[src/hdl/integer_square_root_64_unit_assert.svh]
// Assertion macros for the integer square root unit
`ifndef INTEGER_SQUARE_ROOT_64_UNIT_ASSERT_SVH
`define INTEGER_SQUARE_ROOT_64_UNIT_ASSERT_SVH

`ifndef SYNTHESIS

`define ISR_ASSERT(label, clk, rst, prop, msg) \
   label: assert property (@(posedge clk) disable iff (rst) prop) else $error(msg);

`define ISR_ASSERT_RST(label, clk, prop, msg) \
   label: assert property (@(posedge clk) prop) else $error(msg);

`else

`define ISR_ASSERT(label, clk, rst, prop, msg)

`define ISR_ASSERT_RST(label, clk, prop, msg)

`endif

`endif

[src/hdl/isr_pkg.sv]
// Shared widths and constants for the integer square root unit
`default_nettype none

package isr_pkg;

   localparam int RADICAND_W      = 64;
   localparam int ROOT_W          = 32;
   localparam int STEPS_PER_STAGE = 4;

endpackage

`default_nettype wire

[src/hdl/isr_if.sv]
// Valid/ready channel interfaces for radicand and root items
`default_nettype none

interface isr_req_if;
   logic                           valid;
   logic                           ready;
   logic [isr_pkg::RADICAND_W-1:0] radicand;

   modport source (output valid, output radicand, input ready);
   modport sink   (input valid, input radicand, output ready);
endinterface

interface isr_rsp_if;
   logic                       valid;
   logic                       ready;
   logic [isr_pkg::ROOT_W-1:0] root;

   modport source (output valid, output root, input ready);
   modport sink   (input valid, input root, output ready);
endinterface

`default_nettype wire

[src/hdl/integer_square_root_64_unit.sv]
// Pipelined floor square root of an unsigned radicand
//
//   channel   dir   payload            handshake
//   req_chan  in    radicand [63:0]    valid/ready
//   rsp_chan  out   root     [31:0]    valid/ready
//
// Each stage registers its partial root, remainder and shifted radicand.
// Each stage settles four root bits with four restoring compare/subtract steps.
// One item enters per cycle; a stalled stage holds and bubbles close up behind it.
// Synchronous reset clears only the stage valid bits.
`default_nettype none

`include "integer_square_root_64_unit_assert.svh"

module integer_square_root_64_unit #(
   parameter int INPUT_WIDTH = 64
) (
   input wire logic  clock,
   input wire logic  reset,
   isr_req_if.sink   req_chan,
   isr_rsp_if.source rsp_chan
);

   localparam int STEPS     = isr_pkg::STEPS_PER_STAGE;
   localparam int USED_BITS = (INPUT_WIDTH + 1) / 2;
   localparam int STAGES    = (USED_BITS + STEPS - 1) / STEPS;
   localparam int PIPE_BITS = STAGES * STEPS;
   localparam int RAD_W     = 2 * PIPE_BITS;
   localparam int REM_W     = PIPE_BITS + 2;
   localparam int OUT_W     = isr_pkg::ROOT_W;

   logic                   valid_w [0:STAGES];
   logic                   ready_w [0:STAGES];
   logic [RAD_W-1:0]       rad_w   [0:STAGES];
   logic [REM_W-1:0]       rem_w   [0:STAGES];
   logic [PIPE_BITS-1:0]   root_w  [0:STAGES];
   logic [INPUT_WIDTH-1:0] rad_masked;

   assign rad_masked = req_chan.radicand[INPUT_WIDTH-1:0];

   assign valid_w[0]     = req_chan.valid;
   assign req_chan.ready = ready_w[0];
   assign rad_w[0]       = RAD_W'(rad_masked);
   assign rem_w[0]       = '0;
   assign root_w[0]      = '0;

   for (genvar i = 0; i < STAGES; i++) begin : g_stage
      isr_stage #(
         .ROOT_BITS (PIPE_BITS)
      ) u_stage (
         .clock     (clock),
         .reset     (reset),
         .valid_in  (valid_w[i]),
         .ready_out (ready_w[i]),
         .rad_in    (rad_w[i]),
         .rem_in    (rem_w[i]),
         .root_in   (root_w[i]),
         .valid_out (valid_w[i+1]),
         .ready_in  (ready_w[i+1]),
         .rad_out   (rad_w[i+1]),
         .rem_out   (rem_w[i+1]),
         .root_out  (root_w[i+1])
      );
   end

   assign ready_w[STAGES] = rsp_chan.ready;
   assign rsp_chan.valid  = valid_w[STAGES];
   assign rsp_chan.root   = OUT_W'(root_w[STAGES]);

   `ISR_ASSERT_RST(a_reset_empties, clock, reset |=> !rsp_chan.valid,
      "result valid after reset")
   `ISR_ASSERT(a_backpressure_full, clock, reset,
      !req_chan.ready |-> (rsp_chan.valid && !rsp_chan.ready),
      "input stalled without a stalled result")

endmodule

`default_nettype wire

[src/hdl/isr_stage.sv]
// One pipeline stage settling a group of root bits by restoring digit steps
`default_nettype none

module isr_stage #(
   parameter int ROOT_BITS = 32
) (
   input  wire logic                   clock,
   input  wire logic                   reset,
   input  wire logic                   valid_in,
   output logic                        ready_out,
   input  wire logic [2*ROOT_BITS-1:0] rad_in,
   input  wire logic [ROOT_BITS+1:0]   rem_in,
   input  wire logic [ROOT_BITS-1:0]   root_in,
   output logic                        valid_out,
   input  wire logic                   ready_in,
   output logic [2*ROOT_BITS-1:0]      rad_out,
   output logic [ROOT_BITS+1:0]        rem_out,
   output logic [ROOT_BITS-1:0]        root_out
);

   localparam int STEPS = isr_pkg::STEPS_PER_STAGE;
   localparam int RAD_W = 2 * ROOT_BITS;
   localparam int REM_W = ROOT_BITS + 2;

   logic                 valid_ff;
   logic                 valid_in_d;
   logic [RAD_W-1:0]     rad_ff;
   logic [RAD_W-1:0]     rad_in_d;
   logic [REM_W-1:0]     rem_ff;
   logic [REM_W-1:0]     rem_in_d;
   logic [ROOT_BITS-1:0] root_ff;
   logic [ROOT_BITS-1:0] root_in_d;
   logic [REM_W-1:0]     trial;
   logic [1:0]           pair;

   assign ready_out = !valid_ff || ready_in;
   assign valid_in_d = ready_out ? valid_in : valid_ff;
   assign rad_in_d   = rad_in << (2 * STEPS);

   always_comb begin
      rem_in_d  = rem_in;
      root_in_d = root_in;
      trial     = '0;
      pair      = '0;
      for (int s = 0; s < STEPS; s++) begin
         pair      = rad_in[RAD_W-1-2*s -: 2];
         rem_in_d  = {rem_in_d[REM_W-3:0], pair};
         trial     = {root_in_d, 2'b01};
         root_in_d = {root_in_d[ROOT_BITS-2:0], 1'b0};
         if (rem_in_d >= trial) begin
            rem_in_d     = rem_in_d - trial;
            root_in_d[0] = 1'b1;
         end
      end
   end

   always_ff @(posedge clock) begin
      if (reset) begin
         valid_ff <= 1'b0;
      end else begin
         valid_ff <= valid_in_d;
      end
   end

   always_ff @(posedge clock) begin
      if (ready_out && valid_in) begin
         rad_ff  <= rad_in_d;
         rem_ff  <= rem_in_d;
         root_ff <= root_in_d;
      end
   end

   assign valid_out = valid_ff;
   assign rad_out   = rad_ff;
   assign rem_out   = rem_ff;
   assign root_out  = root_ff;

endmodule

`default_nettype wire
[src/flat_wrapper.sv]
// flat-port wrapper written by rule: the top's interface ports become plain ports
module integer_square_root_64_unit_flat 
#(
   parameter int INPUT_WIDTH = 64
)
  (clock, reset, req_chan_valid, req_chan_radicand, req_chan_ready, rsp_chan_valid, rsp_chan_root, rsp_chan_ready);
  isr_req_if req_chan_i ();
  isr_rsp_if rsp_chan_i ();
  input wire logic clock;
  input wire logic reset;
  input wire logic [$bits(req_chan_i.valid)-1:0] req_chan_valid;
  input wire logic [$bits(req_chan_i.radicand)-1:0] req_chan_radicand;
  output wire logic [$bits(req_chan_i.ready)-1:0] req_chan_ready;
  output wire logic [$bits(rsp_chan_i.valid)-1:0] rsp_chan_valid;
  output wire logic [$bits(rsp_chan_i.root)-1:0] rsp_chan_root;
  input wire logic [$bits(rsp_chan_i.ready)-1:0] rsp_chan_ready;
  assign req_chan_i.valid = req_chan_valid;
  assign req_chan_i.radicand = req_chan_radicand;
  assign req_chan_ready = req_chan_i.ready;
  assign rsp_chan_valid = rsp_chan_i.valid;
  assign rsp_chan_root = rsp_chan_i.root;
  assign rsp_chan_i.ready = rsp_chan_ready;
  integer_square_root_64_unit #(.INPUT_WIDTH(INPUT_WIDTH)) u_core (.clock(clock), .reset(reset), .req_chan(req_chan_i), .rsp_chan(rsp_chan_i));
endmodule
[config.mk]
export PLATFORM = sky130hd
export DESIGN_NAME = integer_square_root_64_unit_flat
export DESIGN_NICKNAME = d
export VERILOG_FILES = /design/src/hdl/isr_pkg.sv /design/src/hdl/isr_if.sv /design/src/hdl/integer_square_root_64_unit.sv /design/src/hdl/isr_stage.sv /design/src/flat_wrapper.sv
export VERILOG_INCLUDE_DIRS = /design/src /design/src/hdl
export SDC_FILE = /design/constraint.sdc
export NUM_CORES = 2
export LEC_CHECK = 0
export ABC_AREA = 1
export BUFFER_PORTS_ARGS = -buffer_cell sky130_fd_sc_hd__buf_2
export CAP_MARGIN = 30
export CORE_MARGIN = 2
export CORE_UTILIZATION = 50
export CTS_BUF_LIST = sky130_fd_sc_hd__clkbuf_8
export DETAILED_ROUTE_END_ITERATION = 8
export HOLD_SLACK_MARGIN = 0.08
export PLACE_DENSITY = 0.68
export SLEW_MARGIN = 20
export SYNTH_ARGS = -nofsm -noshare
export SYNTH_HDL_FRONTEND = slang
export SYNTH_SLANG_ARGS = --single-unit
[constraint.sdc]
create_clock -name clock -period 8 [get_ports clock]
set_input_delay 1.2 -clock clock [delete_from_list [all_inputs] [get_ports clock]]
set_output_delay 1.2 -clock clock [all_outputs]
set_load 0.05 [all_outputs]
==> impl_metrics.toml <==
[status]
result_of_the_run = "finished, final reports clean"

[clocking]
htreeDepth = 3
post_cts_hold_buffer_count = 0
cts_tree = "yes"
path_clk_slew_ps = 70
cts.sink_count = 600
clk_root_buffer_cell = "clkbuf_8"
numCtsBuffers = 108
clock_tree.buffer_depth = 3
clock_insertion_delay_worst_skew_ps = 940

[worst_setup_path]
worst_r2r_endpoint = "u_core.g_stage[5].u_stage.rem_out[26]"
cp_data_arrival_time_ps = 8670
critical_path.startpoint = "u_core.g_stage[4].u_stage.rem_out[12]"
crit_required_ps = 8670
critical-path-top-cell-by-count = "nand2_1"
criticalPathCategory = "register to register"
setup.worst_path.end_class = "register"
r2r_setup_slack_ps = 2
timing.critical_path.fanout_max = 17
nature_of_the_critical_path_startpoint = "register"
cp-endpoint = "u_core.g_stage[5].u_stage.rem_out[26]"
timing.reg2reg.worst_path_depth = 50
crit_path_max_incr_delay_ps = 670
worst_path_max_delay_cell = "o21ai_1"
timing.rr.start = "u_core.g_stage[4].u_stage.rem_out[12]"

[synth]
synth.lib_cells_used.distinct = 69
synth_edf_count = 592
library_cell_with_the_highest_instance_count_after_synthesis = "nand2_1"
ys_seq_elements = 600
register_area_share_after_synthesis_pct = 25.0
postSynthAreaPerCell_um2 = 6.35
netlist.top_cell.by_area = "edfxtp_1"
ys.warnings.count = 0
synthTopCellsByCount = "3510 x nand2_1, 1523 x inv_1, 1247 x nor2_1"
netlist.area_leader.share_pct = 24.8
asyncSetResetFlopFracSynth_pct = 0
netlist_instances = 11300
synth_ff_type = "edfxtp_1"
synthesized_cell_area_um2 = 71600
synthTopCellsByArea = "edfxtp_1 25%, nand2_1 18%, ha_1 9.8%"

[timing]
final_period_minus_worst_setup_slack_ps = 8000
max_clock_freq_ghz = 0.125
period_share_pct = 100
timing.hold.ws_ps = 401
worst_slew_pin_slew_ps = 1020
rsz_0062_raised_after_global_routing = "yes"
setup_viol_count_final = 0
maxSlewViolCount = 0
final-hold-violation-count = 0
slew-limit-headroom_pct = 32.0
worst_clock_skew_ps = 80.6

[grt]
grt_first_pass_wirelength_um = 453000
grt_pass1_vias = 83800
gr-total-overflow = 0
grt_util_all_layers_pct = 39.4
largest_net_degree_at_the_start_of_global_routing = 93
antenna_found_initial = 7

[run]
maxcap_viol_count = 0

[routing]
finalWirelength_um = 309000
drtAntennaViolNets = 0
wl_per_cell_um = 19.4
dr_drc_count = 0
drt_first_pass_iters = 7
detail_route.iter0.violations = 8151
route.vias.total = 88300
vias_per_cell = 5.56

[floorplanning]
placementRows = 138
die_w_um = 382
num_io_pins = 102
initial_core_util_pct = 50.5
die_area_um2 = 146000
area_of_the_placeable_core_um2 = 142000
die-height_um = 382

[cells_and_area]
drive_gt1_share_pct = 29.3
layout-area-overhead-vs-synth_pct = 41.6
final_design_area_no_fill_um2 = 101000
final_net_count = 14500

[pwr]
power.leakage_nw = 48.9
vdd.ir_drop.worst_mv = 0.181
total_power_w = 0.0122
power.density_cell_area_nw_per_um2 = 120

[placed_design]
dpl_cell_area_um2 = 91300
gp_routability_congestion = 1.06
portBuffers = 101
place.detailed.hpwl_um = 248000

[worst_hold_path]
hp-class = "register to register"
## per-layer routing
| metal | global-route usage [%] | part of all wire [%] |
|---|---|---|
| met2 | 66.8 | 46 |
| met4 | 26.1 | 8.2 |
| met5 | 0 | 0.0042 |
| met3 | 5.57 | 7.5 |
| met1 | 46.2 | 38 |
## registers in the layout (all words and copies together) (netlist names)
register                          cells
u_core.g_stage.u_stage.rem_out      224
u_core.g_stage.u_stage.valid_out      8
u_core.g_stage.u_stage.root_out     144
u_core.g_stage.u_stage.rad_out      224
## layout make-up
type	count	area (um^2)
Multi-Input combinational cell	8983	52200
Fill cell	11800	40500
Timing Repair Buffer	2632	20500
Sequential cell	600	17900
Inverter	1561	5930
Tap cell	1890	2360
Clock buffer	114	1570
Clock inverter	89	872
Antenna cell	7	17.5
Timing Repair inverter	1	7.51
## power breakdown
group / leakage (nW) / internal [W] / switching (W) / total [W]
clock network: 1.25 / 0.00181 / 0.00154 / 0.00336
registers: 5.38 / 0.00364 / 0.000109 / 0.00375
logic: 42.2 / 0.00192 / 0.00318 / 0.00510
## worst min path at each step
| stage | from | endpoint | slack, ps | cells after the start |
|---|---|---|---|---|
| detailed placement | u_core.g_stage[0].u_stage.rad_out[31] | u_core.g_stage[1].u_stage.rad_out[39] | 400 | 0 |
| CTS | u_core.g_stage[0].u_stage.rad_out[48] | u_core.g_stage[1].u_stage.rad_out[56] | 410 | 0 |
| floorplan | u_core.g_stage[0].u_stage.rad_out[8] | u_core.g_stage[1].u_stage.rad_out[16] | 400 | 0 |
| global route | u_core.g_stage[0].u_stage.rad_out[36] | u_core.g_stage[1].u_stage.rad_out[44] | 410 | 0 |
| finish | u_core.g_stage[0].u_stage.rad_out[36] | u_core.g_stage[1].u_stage.rad_out[44] | 400 | 0 |
| global placement | u_core.g_stage[0].u_stage.rad_out[37] | u_core.g_stage[1].u_stage.rad_out[45] | 400 | 0 |
## stage by stage
stage               worst slack (ps)  util (%)  setup TNS [ps]  cells
finish                          1.70      71.4               0  15900
global route                    -404      71.4          -22470  15900
CTS                            -1.62      67.1           -1.62  15700
detailed placement              -841      64.3          -59190  15400
global placement                -837      64.3          -51460  15400
floorplan                       8.28         -               0  11300
## layout by cell type (no fill, tap or decap), types with 104 or more instances in the layout
master,n
nand2_1,3327
buf_4,2433
inv_1,1451
nor2_1,1096
nand3_1,754
edfxtp_1,592
a21oi_1,504
ha_1,405
o21ai_0,394
xnor2_1,242
nand2_2,224
xor2_1,218
o21ai_1,216
nand4_1,199
a21oi_2,192
nor2_2,161
ha_4,151
nor3_1,124
clkbuf_8,114
o21ai_2,109
buf_2,104
## timing repair
action                                  CTS  global route
setup buffers                            58           166
pin swaps                                62           337
cloned                                    7            21
endpoints found under the setup margin  147           199
resized for setup                       303          1226
## cell families (layout without fill, tap and decap cells)
logic type	count (synthesis)	count (layout)	synth area share, %
and+or+nand+nor	6264	6266	37.4
adders and majority gates	561	561	9.80
muxes	1	1	0.0140
buffers and inverters	1699	4397	9.33
xor gates and xnor gates	470	470	5.75
AOI/OAI and AO/OA	1681	1681	12.7
other	1	11	0.00524
DFF	600	600	25.0
## worst max-delay path, delay by kind of cell, from the launching register on
kind,cells,cell delay (ps)
and+or+nand+nor,24,2490
AOI/OAI and AO/OA,10,1900
xor gates and xnor gates,1,170
buffers and inverters,11,1310
adders and majority gates,4,1410
DFF,1,470
No activity file was read; power rests on OpenSTA's default activity.
